[src/fant_pkg.sv]
// ----------------------------------------------------------------------------
// fant_pkg: shared constants of the line resampler
// Register indexes and fixed-point constants.
// ----------------------------------------------------------------------------
package fant_pkg;

  localparam int unsigned CfgIdxW  = 2;
  localparam int unsigned CfgDataW = 21;

  localparam logic [CfgIdxW-1:0] REG_SIZE_FACTOR = 2'd0;
  localparam logic [CfgIdxW-1:0] REG_INV_FACTOR  = 2'd1;
  localparam logic [CfgIdxW-1:0] REG_OUT_LIMIT   = 2'd2;

  // fraction bits of every Q16 quantity (segments, scale, start position)
  localparam int unsigned FRAC_BITS = 16;

  localparam int unsigned PixW   = 8;
  localparam int unsigned IdxW   = 13;
  localparam int unsigned StartW = 29;

endpackage

[src/fant_line_resampler.sv]
// ----------------------------------------------------------------------------
// fant_line_resampler: Fant area-weighted line resampler
// Sequencer around one shared multiplier that resamples a pixel line.
// ----------------------------------------------------------------------------
// Usage:
//  Input channel in_valid_i / in_stall_o carries one pixel beat with its
//  first/last-of-line flags and, on the first pixel, a signed Q13.16 start.
//  Output channel out_valid_o / out_stall_i carries resampled pixels with
//  their index; line_done_o marks the flushed last pixel of a line.
//  Each pixel is held back one beat and blended with its successor, so the
//  results of a pixel appear while its successor is worked on.
//  A sequencer drives one shared multiplier. A beat passes the accept and
//  pick steps, each area step the loop test, blend, area and accumulate
//  steps, and each output pixel the scale high, scale low and emit steps.
//  A line start adds a start step, or a negate and a split step for a
//  negative start. A last pixel adds a last step, its own area steps and
//  the flush. A skipped pixel passes only the accept and pick steps.
//  The block takes no beat while it works on one.
//  A result waits in the output register when the receiver stalls; the
//  sequencer holds in its emit step until that register is free.
//  Reset returns registers to their defaults (scale one, limit 4095) and
//  clears the line state. Configuration is to be written only when idle;
//  the user is bound to this, as the block itself does not enforce it.
// ----------------------------------------------------------------------------
module fant_line_resampler #(
  parameter int unsigned MAX_LINE  = 4096
) (
  input  logic                          clk_i,
  input  logic                          rst_ni,
  input  logic                          cfg_we_i,
  input  logic [fant_pkg::CfgIdxW-1:0]  cfg_idx_i,
  input  logic [fant_pkg::CfgDataW-1:0] cfg_data_i,
  input  logic                          in_valid_i,
  output logic                          in_stall_o,
  input  logic [7:0]                    pixel_in_i,
  input  logic signed [28:0]            start_position_i,
  input  logic                          first_of_line_i,
  input  logic                          last_of_line_i,
  output logic                          out_valid_o,
  input  logic                          out_stall_i,
  output logic [7:0]                    pixel_out_o,
  output logic [12:0]                   out_index_o,
  output logic                          line_done_o
);
  import fant_pkg::*;

  localparam int unsigned QW   = FRAC_BITS + 1;     // segment width
  localparam int unsigned OSW  = FRAC_BITS + 5;     // output segment
  localparam int unsigned ACW  = FRAC_BITS + 12;    // accumulator
  localparam int unsigned PVW  = FRAC_BITS + 9;     // pixel value
  localparam int unsigned MW   = 64;                // product width
  localparam logic [QW-1:0]  ONE     = QW'(1) << FRAC_BITS;
  localparam logic [OSW-1:0] INV_MIN = OSW'(1) << (FRAC_BITS - 4);
  localparam logic [OSW-1:0] INV_MAX = OSW'(1) << (FRAC_BITS + 4);
  localparam logic [ACW-1:0] ACC_MAX = {ACW{1'b1}};
  localparam logic [13:0]    LIM_MAX = (MAX_LINE > 8191) ? 14'd8191 : 14'(MAX_LINE);

  localparam logic [3:0] S_IDLE  = 4'd0;
  localparam logic [3:0] S_START = 4'd1;
  localparam logic [3:0] S_NEG   = 4'd2;
  localparam logic [3:0] S_PICK  = 4'd3;
  localparam logic [3:0] S_LOOP  = 4'd4;
  localparam logic [3:0] S_PV    = 4'd5;
  localparam logic [3:0] S_AREA  = 4'd6;
  localparam logic [3:0] S_SC_HI = 4'd7;
  localparam logic [3:0] S_SC_LO = 4'd8;
  localparam logic [3:0] S_EMIT  = 4'd9;
  localparam logic [3:0] S_LAST  = 4'd10;
  localparam logic [3:0] S_FLUSH = 4'd11;
  localparam logic [3:0] S_NEG2  = 4'd12;
  localparam logic [3:0] S_ACC   = 4'd13;

  logic [3:0] state_q, state_d;

  // configuration
  logic [20:0] size_q, inv_q;
  logic [12:0] limit_q;

  // line state
  logic [7:0]     held_q;
  logic           held_v_q;
  logic [QW-1:0]  iseg_q;
  logic [OSW-1:0] oseg_q;
  logic [ACW-1:0] acc_q;
  logic [12:0]    opos_q;
  logic [12:0]    skip_q;

  // beat capture and work registers
  logic [7:0]         pix_q;
  logic [28:0]        start_q;
  logic               last_q;
  logic               cur_last_q;   // processing the lone last pixel
  logic               flush_q;      // emit is the flush
  logic [PVW-1:0]     pv_q;
  logic [MW-1:0]      prod_q;
  logic [MW-1:0]      scale_q;
  logic               seg_over_done_q;

  // output register
  logic       ov_q;
  logic [7:0] opix_q;
  logic [12:0] oidx_q;
  logic       odone_q;

  // effective values
  logic [OSW-1:0] inv_eff;
  logic [13:0]    lim_eff;
  always_comb begin
    inv_eff = OSW'(inv_q);
    if (inv_eff < INV_MIN) inv_eff = INV_MIN;
    if (inv_eff > INV_MAX) inv_eff = INV_MAX;
    lim_eff = (14'(limit_q) > LIM_MAX) ? LIM_MAX : 14'(limit_q);
  end

  // shared multiplier
  logic [31:0] mul_a, mul_b;
  logic [63:0] mul_p;
  assign mul_p = 64'(mul_a) * 64'(mul_b);

  logic [28:0] start_mag;
  assign start_mag = 29'd0 - start_q;

  logic           seg_over;
  logic [OSW-1:0] area_seg;
  assign seg_over = oseg_q > OSW'(iseg_q);
  assign area_seg = seg_over ? OSW'(iseg_q) : oseg_q;

  logic [63:0] area_sum;
  logic [63:0] acc_sum;
  assign area_sum = (prod_q + (64'(1) << (FRAC_BITS - 1))) >> FRAC_BITS;
  assign acc_sum  = 64'(acc_q) + area_sum;

  logic [63:0] sc_val;
  assign sc_val = (scale_q + (64'(1) << (FRAC_BITS - 1))) >> FRAC_BITS;

  logic [63:0] off;
  assign off = prod_q >> FRAC_BITS;

  always_comb begin
    mul_a = '0;
    mul_b = '0;
    case (state_q)
      S_START: begin
        mul_a = 32'(inv_eff);
        mul_b = 32'(ONE - QW'(start_q[FRAC_BITS-1:0]));
      end
      S_NEG: begin
        mul_a = 32'(start_mag);
        mul_b = 32'(inv_eff);
      end
      S_PV: begin
        mul_a = 32'(held_q);
        mul_b = 32'(iseg_q);
      end
      S_AREA: begin
        mul_a = 32'(pv_q);
        mul_b = 32'(area_seg);
      end
      S_SC_HI: begin
        mul_a = 32'(acc_q);
        mul_b = 32'(size_q[20:FRAC_BITS]);
      end
      S_SC_LO: begin
        mul_a = 32'(acc_q);
        mul_b = 32'(size_q[FRAC_BITS-1:0]);
      end
      default: begin
        mul_a = '0;
        mul_b = '0;
      end
    endcase
  end

  // neighbour term of the blend (next pixel over the rest of the segment)
  logic [PVW-1:0] nxt_term;
  assign nxt_term = cur_last_q ? '0 : PVW'(pix_q) * PVW'(ONE - iseg_q);

  assign in_stall_o = state_q != S_IDLE;
  logic in_acc;
  assign in_acc = in_valid_i && !in_stall_o;

  // load the output register when it is free or drains this cycle
  logic emit_go;
  assign emit_go = (state_q == S_EMIT) && (!ov_q || !out_stall_i);

  always_ff @(posedge clk_i or negedge rst_ni) begin
    if (!rst_ni) begin
      size_q  <= 21'd65536;
      inv_q   <= 21'd65536;
      limit_q <= 13'd4095;
    end else if (cfg_we_i) begin
      case (cfg_idx_i)
        REG_SIZE_FACTOR: size_q  <= cfg_data_i;
        REG_INV_FACTOR:  inv_q   <= cfg_data_i;
        REG_OUT_LIMIT:   limit_q <= cfg_data_i[12:0];
        default: ;
      endcase
    end
  end

  always_ff @(posedge clk_i) begin
    if (in_acc) begin
      pix_q   <= pixel_in_i;
      start_q <= start_position_i;
    end
  end

  always_ff @(posedge clk_i or negedge rst_ni) begin
    if (!rst_ni) ov_q <= 1'b0;
    else if (emit_go) ov_q <= 1'b1;
    else if (!out_stall_i) ov_q <= 1'b0;
  end

  // sequencer
  always_ff @(posedge clk_i or negedge rst_ni) begin
    if (!rst_ni) begin
      state_q    <= S_IDLE;
      held_q     <= '0;
      held_v_q   <= 1'b0;
      iseg_q     <= ONE;
      oseg_q     <= '0;
      acc_q      <= '0;
      opos_q     <= '0;
      skip_q     <= '0;
      last_q     <= 1'b0;
      cur_last_q <= 1'b0;
      flush_q    <= 1'b0;
      pv_q       <= '0;
      prod_q     <= '0;
      scale_q    <= '0;
      opix_q     <= '0;
      oidx_q     <= '0;
      odone_q    <= 1'b0;
    end else begin
      case (state_q)
        S_IDLE: begin
          if (in_acc) begin
            last_q     <= last_of_line_i;
            cur_last_q <= 1'b0;
            if (first_of_line_i) begin
              held_q   <= '0;
              held_v_q <= 1'b0;
              acc_q    <= '0;
              skip_q   <= '0;
              state_q  <= start_position_i[28] ? S_NEG : S_START;
            end else begin
              state_q <= S_PICK;
            end
          end
        end
        S_START: begin
          opos_q  <= start_q[FRAC_BITS+12:FRAC_BITS];
          iseg_q  <= ONE;
          oseg_q  <= OSW'(mul_p >> FRAC_BITS);
          state_q <= S_PICK;
        end
        S_NEG: begin
          prod_q  <= mul_p;
          state_q <= S_NEG2;
        end
        S_NEG2: begin
          // split the skipped offset into whole pixels and a remainder
          skip_q  <= ((off >> FRAC_BITS) > 64'd8191) ? 13'd8191 : 13'(off >> FRAC_BITS);
          iseg_q  <= ONE - QW'(off[FRAC_BITS-1:0]);
          oseg_q  <= inv_eff;
          opos_q  <= '0;
          state_q <= S_PICK;
        end
        S_PICK: begin
          if (skip_q != '0) begin
            skip_q  <= skip_q - 13'd1;
            state_q <= last_q ? S_LAST : S_IDLE;
          end else if (held_v_q) begin
            state_q <= S_LOOP;
          end else begin
            held_q   <= pix_q;
            held_v_q <= 1'b1;
            state_q  <= last_q ? S_LAST : S_IDLE;
          end
        end
        S_LOOP: begin
          if (14'(opos_q) < lim_eff) state_q <= S_PV;
          else if (cur_last_q) state_q <= S_FLUSH;
          else begin
            held_q  <= pix_q;
            state_q <= last_q ? S_LAST : S_IDLE;
          end
        end
        S_PV: begin
          pv_q    <= PVW'(mul_p) + nxt_term;
          state_q <= S_AREA;
        end
        S_AREA: begin
          prod_q  <= mul_p;
          state_q <= S_ACC;
          flush_q <= 1'b0;
          if (seg_over) begin
            oseg_q <= oseg_q - OSW'(iseg_q);
            iseg_q <= ONE;
          end else begin
            iseg_q <= iseg_q - QW'(oseg_q);
            oseg_q <= inv_eff;
          end
        end
        S_ACC: begin
          // fold this step's area into the accumulator, saturating
          acc_q <= (acc_sum > 64'(ACC_MAX)) ? ACC_MAX : ACW'(acc_sum);
          if (seg_over_done_q) begin
            state_q <= cur_last_q ? S_FLUSH
                     : (last_q ? S_LAST : S_IDLE);
            if (!cur_last_q) held_q <= pix_q;
          end else begin
            state_q <= S_SC_HI;
          end
        end
        S_SC_HI: begin
          scale_q <= mul_p;
          state_q <= S_SC_LO;
        end
        S_SC_LO: begin
          scale_q <= scale_q + (mul_p >> FRAC_BITS);
          state_q <= S_EMIT;
        end
        S_EMIT: begin
          if (emit_go) begin
            opix_q  <= (sc_val > 64'd255) ? 8'd255 : sc_val[7:0];
            oidx_q  <= opos_q;
            odone_q <= flush_q;
            acc_q   <= '0;
            if (flush_q) begin
              state_q <= S_IDLE;
              held_v_q <= 1'b0;
              held_q  <= '0;
              iseg_q  <= ONE;
              oseg_q  <= '0;
              opos_q  <= '0;
              skip_q  <= '0;
              flush_q <= 1'b0;
              cur_last_q <= 1'b0;
            end else begin
              opos_q  <= opos_q + 13'd1;
              state_q <= S_LOOP;
            end
          end
        end
        S_LAST: begin
          last_q <= 1'b0;
          if (held_v_q) begin
            cur_last_q <= 1'b1;
            state_q    <= S_LOOP;
          end else begin
            state_q <= S_FLUSH;
          end
        end
        S_FLUSH: begin
          if (14'(opos_q) <= lim_eff) begin
            flush_q <= 1'b1;
            state_q <= S_SC_HI;
          end else begin
            held_v_q <= 1'b0;
            held_q   <= '0;
            iseg_q   <= ONE;
            oseg_q   <= '0;
            acc_q    <= '0;
            opos_q   <= '0;
            skip_q   <= '0;
            cur_last_q <= 1'b0;
            state_q  <= S_IDLE;
          end
        end
        default: state_q <= S_IDLE;
      endcase
    end
  end

  // remember whether the last area step closed the pixel without an output
  always_ff @(posedge clk_i or negedge rst_ni) begin
    if (!rst_ni) seg_over_done_q <= 1'b0;
    else if (state_q == S_AREA) seg_over_done_q <= seg_over;
    else if (state_q == S_FLUSH) seg_over_done_q <= 1'b0;
  end

  assign out_valid_o = ov_q;
  assign pixel_out_o = opix_q;
  assign out_index_o = oidx_q;
  assign line_done_o = odone_q;

`ifndef SYNTHESIS
  a_no_accept_busy: assert property (@(posedge clk_i) disable iff (!rst_ni)
    state_q != S_IDLE |-> in_stall_o)
    else $error("beat taken while busy");
  a_emit_on_free: assert property (@(posedge clk_i) disable iff (!rst_ni)
    (state_q == S_EMIT && !ov_q) |=> ov_q)
    else $error("result lost");
  a_done_ends_line: assert property (@(posedge clk_i) disable iff (!rst_ni)
    (state_q == S_EMIT && flush_q && (!ov_q || !out_stall_i)) |=>
      (state_q == S_IDLE && !held_v_q))
    else $error("line not cleared after flush");
`endif

endmodule

[config.mk]
export PLATFORM = sky130hd
export DESIGN_NAME = fant_line_resampler
export DESIGN_NICKNAME = d
export VERILOG_FILES = /design/src/fant_pkg.sv /design/src/fant_line_resampler.sv
export SDC_FILE = /design/constraint.sdc
export NUM_CORES = 2
export LEC_CHECK = 0
export BUFFER_PORTS_ARGS = -buffer_cell sky130_fd_sc_hd__buf_2
export CAP_MARGIN = 15
export CORE_ASPECT_RATIO = 1.2
export CORE_MARGIN = 4
export CORE_UTILIZATION = 66
export DETAILED_ROUTE_END_ITERATION = 12
export PLACE_DENSITY = 0.83
export SYNTH_ARGS = -nofsm -noshare
export SYNTH_HDL_FRONTEND = slang
export SYNTH_SLANG_ARGS = --single-unit
[constraint.sdc]
create_clock -name clk_i -period 16.1 [get_ports clk_i]
set_clock_uncertainty 0.1 [all_clocks]
set_input_delay 2.415 -clock clk_i [delete_from_list [all_inputs] [get_ports clk_i]]
set_output_delay 2.415 -clock clk_i [all_outputs]
set_load 0.1 [all_outputs]
### After elaboration in Yosys (flattened, before gate mapping)

Cells that the tools add are included.

* bits in latches: 0
* flip-flop bits (word level): 377
* bits in read-only memories: 0
* RAM bits: 0
* output and inout port bits: 24
* bits of input ports: 67
* logic and storage cells: 194
* memories: 0

* bitwise gates (word level): 0
* equality and inequality tests: 28
* multiply operators: 2
* mux-type cells: 80
* shifts and indexed selects: 0
* div/mod/pow operators: 0
* reduce and logical (&&, ||, !) cells: 38
* add/subtract/negate cells: 13
* magnitude comparators: 9

Operators by type and width (count)
* 32-bit case mux with 6 select lines: 1
* 21-bit two-way mux: 7
* 29-bit case mux with 5 select lines: 1
* 28-bit two-way mux: 5
* 13-bit two-way mux: 10
* 64-bit by 16-bit adder with 64-bit output (second input constant): 2
* 64-bit case mux with 2 select lines: 1
* 28-bit case mux with 4 select lines: 1
* 21-bit case mux with 5 select lines: 1
* 8-bit two-way mux: 11
* 17-bit case mux with 5 select lines: 1
* 17-bit two-way mux: 4
* 13-bit case mux with 5 select lines: 1
* 64-bit by 48-bit adder with 64-bit output: 1
* 32-bit by 32-bit multiplier with 64-bit output: 1
* 13-bit case mux with 4 select lines: 1
* 4-bit case mux with 13 select lines: 1
* 28-bit by 48-bit adder with 49-bit output: 1
* 49-bit by 28-bit > comparator with 1-bit output (second input constant): 1
* 48-bit by 8-bit > comparator with 1-bit output (second input constant): 1
* 8-bit case mux with 6 select lines: 1
* 4-bit two-way mux: 9
* 32-bit by 13-bit > comparator with 1-bit output (second input constant): 1
* 1-bit by 29-bit subtractor with 29-bit output (first input constant): 1
* other kinds (49): 105

### Longest topological paths before layout

* word-level depth: 8
* gate-level depth with buffers: 57
* mapped depth without buffers: 53

### Least setup slack after synthesis

No wires, ideal clock.

* path kind: flip-flop to flip-flop
* from: register iseg_q[1]
* to: register scale_q[60]
* data arrival time: 12530 ps
* path slack: 3341 ps
* setup time: 129 ps
* path buffers: 3
* required time: 15871 ps
* stages on the path, launching flop included: 54
* period minus slack after synthesis: 12759 ps
* cell sequence: dfrtp_1 -> inv_1 -> ha_1 -> nor2b_1 -> o21ai_0 -> a21boi_1 -> o311ai_0 -> nand3_1 -> o31a_1 -> a21oi_4 -> o21ai_2 -> buf_2 -> a221oi_2 -> buf_2 -> nor2_1 -> fa_1 -> fa_1 -> fa_1 -> (+18 left out) -> a31oi_1 -> nor3b_1 -> nor2_1 -> xnor2_1 -> inv_1 -> ha_1 -> clkbuf_1 -> nand4_1 -> nor2_1 -> and3_1 -> nand4_1 -> a41oi_1 -> o221ai_1 -> o21ai_1 -> nand2_1 -> or4_1 -> nand3_1 -> o21ai_0

* cells in the longest elaborated chain, start to end: 6

Ends and longest elaborated chain
* start, declared: line fant_line_resampler.sv:82 `logic [QW-1:0] iseg_q;`
* start signal, assigned: line fant_line_resampler.sv:264 `iseg_q <= ONE - QW'(off[FRAC_BITS-1:0]);`
* start signal, assigned: line fant_line_resampler.sv:301 `iseg_q <= iseg_q - QW'(oseg_q);`
* 21-bit by 17-bit > comparator with 1-bit output: line fant_line_resampler.sv:125 `assign seg_over = oseg_q > OSW'(iseg_q);`
* 21-bit two-way mux: line fant_line_resampler.sv:126 `assign area_seg = seg_over ? OSW'(iseg_q) : oseg_q;`
* 32-bit case mux with 6 select lines (*): line fant_line_resampler.sv:142 `case (state_q)`
* 32-bit by 32-bit multiplier with 64-bit output (*): line fant_line_resampler.sv:118 `assign mul_p = 64'(mul_a) * 64'(mul_b);`
* net mul_p[39]: line fant_line_resampler.sv:117 `logic [63:0] mul_p;`
* 64-bit by 48-bit adder with 64-bit output (*): line fant_line_resampler.sv:321 `scale_q <= scale_q + (mul_p >> FRAC_BITS);`
* 64-bit case mux with 2 select lines (*): line fant_line_resampler.sv:235 `case (state_q)`
* end signal, assigned: line fant_line_resampler.sv:317 `scale_q <= mul_p;`
* end signal, assigned: line fant_line_resampler.sv:321
* end, declared: line fant_line_resampler.sv:96 `logic [MW-1:0] scale_q;`

Mark *: on every way through the listed nets, which the timed path passes. The rest lies on a longest branch.
A chain may end at the register's enable or synchronous reset.

### Worst setup path after layout

Ends and elaborated chain as after synthesis.

==> qor.yml <==
outcome:
  status: "complete, no violations"
yosys:
  ys_types: 106
  ys_warn_count: 0
  post-synth-top-area-cell: "fa_1"
  synth_edf_count: 37
  synth_top_flop_cell: "dfrtp_1"
  syn_inst: 5933
  async_reset_ff_frac: 0.895
  synth_top_area_frac: 0.244
  synthesis.area_um2: 51200
  synth_seq_area_share: 0.176
  synth_seq_cells: 352
  synth_fp_nets: 7070
  ys_top_cells_by_area: "fa_1 24%, dfrtp_1 15%, ha_1 11%"
  avgSynthCellArea_um2: 8.63
die:
  die_y_um: 313
  coreArea_um2: 76700
  die_area_um2: 82200
  num_rows: 111
  start_util: 0.668
  ioPinCount: 91
  die-width_um: 262
route:
  num_vias: 45602
  drt_first_pass_iters: 9
  drtIter0Drc: 5055
  ant_nets: 0
  routed_wirelength_um: 178000
  wl_per_cell_um: 25.6
  via_per_inst: 6.55
  drc: 0
timing:
  max_freq_mhz: 66.1
  slew_violations: 0
  fin_crit_ps: 15120
  timing.final.crit_share: 0.939
  rsz0062_at_grt: "false"
  fin_setup_tns_ps: 0
  hold_viol: 0
  final-setup-viol-count: 0
  worst_pin_slew_ps: 1270
  slew-limit-headroom: 0.149
hold_path:
  min_path_type: "reg2reg"
  hold_path_depth: 2
setup_path:
  cp.arrival_ps: 15480
  cp-end-kind: "register"
  r2r_cells: 50
  critPathLaunchType: "register"
  crit_path_max_fanout: 26
  critical_path_class: "reg2reg"
  slowest_delay_ps: 600
  required_ps: 16460
  crit_path_top_delay_cell: "fa_1"
layout:
  drive_gt1_frac: 0.0771
  layout_common_cells: "836 x inv_1, 735 x nand2_1, 624 x fa_1"
  syn_to_final_growth_pct: 6.09
  fill_cells: 5994
  antenna_cells: 0
  layout_commonest_cell: "inv_1"
  multiInputGateArea_um2: 38200
  nets: 7045
  ff_latch_area_um2: 9010
global_routing:
  grt_util_met1: 0.523
  grt_pass1_vias: 46372
  grt-busiest-layer: "met2"
  antenna_found_initial: 2
  gr-total-overflow: 0
  grtUsageMet2: 0.668
  grt_pass1_wl_um: 273000
  track_usage: 0.432
  use_met3: 0.0951
  grt_max_degree: 107
cts:
  cts.sinks: 352
  cts_tree: "built"
  cts_resized: 0
  hold_buffers: 0
  cts_inserted_buffers: 41
  clock_latency_ps: 620
  ctsRootBufferMaster: "clkbuf_16"
  cts_max_level: 2
  clockBufferDepth: 3
  clk_pin_slew_ps: 60
  post_cts_buffers: 0
flow_run:
  maxCapViolCount: 0
placement:
  port_buffers: 90
  routabilityCongestion: 1.11
  hpwl_um: 141000
cells by family after synthesis:
group | count (synthesis) | synth area share
simple gates | 1959 | 0.176
buf+inv | 1106 | 0.0824
flops | 352 | 0.176
mux | 103 | 0.0220
compound gates | 1061 | 0.143
fa+ha+maj | 1070 | 0.353
xor+xnor | 282 | 0.0484
worst max-delay path: cells and delay by family, from the launching register on:
family                     cells  cell delay (ps)
and+or+nand+nor               16             3580
buffers and inverters          9              970
DFF                            1              520
adders and majority gates     11             5390
AOI/OAI and AO/OA             13             3920
xor gates and xnor gates       1              490
through the flow:
stage	util	cell area [um2]	worst slack [ps]	hold slack, ps	instances
final	0.709	54300	978	375	6957
after global routing	0.709	54300	82.5	405	6957
after CTS	0.708	54300	915	378	6955
after detailed placement	0.689	52800	985	359	6880
after global placement	0.689	52800	1430	356	6879
after floorplan	-	51200	3340	346	5933
sequential cells by signal (all words and copies together) (netlist names), 17 cells and up:
signal,cells
scale_q,64
prod_q,39
acc_q,28
iseg_q,17
oseg_q,21
inv_q,21
start_q,29
size_q,21
pv_q,25
final timing paths:
| check | start | endpoint | slack (ps) |
|---|---|---|---|
| setup / recovery | iseg_q[1]$_DFFE_PN0P_ | scale_q[60]$_DFFE_PN0N_ | 980 |
| hold / removal | out_index_o[11]$_DFFE_PN0P_ | out_index_o[11]$_DFFE_PN0P_ | 380 |
| setup reg to reg | iseg_q[1]$_DFFE_PN0P_ | scale_q[60]$_DFFE_PN0N_ | 980 |
| hold reg to reg | out_index_o[11]$_DFFE_PN0P_ | out_index_o[11]$_DFFE_PN0P_ | 380 |
| max in group asynchronous | rst_ni | pv_q[8]$_DFFE_PN0P_ | 11720 |
| min in group asynchronous | rst_ni | skip_q[7]$_DFFE_PN0P_ | 1780 |
layer usage:
| layer | vias up | wire [um] |
|---|---|---|
| met4 | 2 | 18500 |
| met1 | 22305 | 62200 |
| met2 | 2787 | 78800 |
| met3 | 846 | 18700 |
| met5 | - | 13 |
| li1 | 19662 | - |
synthesized netlist by cell type (28+ instances only):
cell type,instances
nand2_1,737
a31oi_1,45
and3_1,53
a221o_1,42
dfrtp_1,300
and2_1,110
xnor2_1,174
xor2_1,107
ha_1,446
nand3_1,105
a21o_1,99
buf_2,30
a211oi_1,37
nor2b_1,64
mux2i_1,28
o21a_1,28
a21oi_1,207
edfxtp_1,37
or3_1,37
nor4_1,33
inv_1,836
nor3_1,83
a22oi_1,49
nand2b_1,50
clkbuf_1,225
fa_1,624
o21ai_0,257
mux2_2,75
nand4_1,50
nor2_1,542
cell type report:
cell class,count,share of cell area
clock buffers,55,0.0223
clock inverters,20,0.00419
inverters,837,0.0578
multi-input cells,4475,0.702
flip-flops and latches,352,0.166
well taps,1017,0.0234
repair buffers,201,0.0242
Power is left out: the tool's default activity adds up to more than one toggle a clock period on the data nets, which glitch-free logic cannot reach.
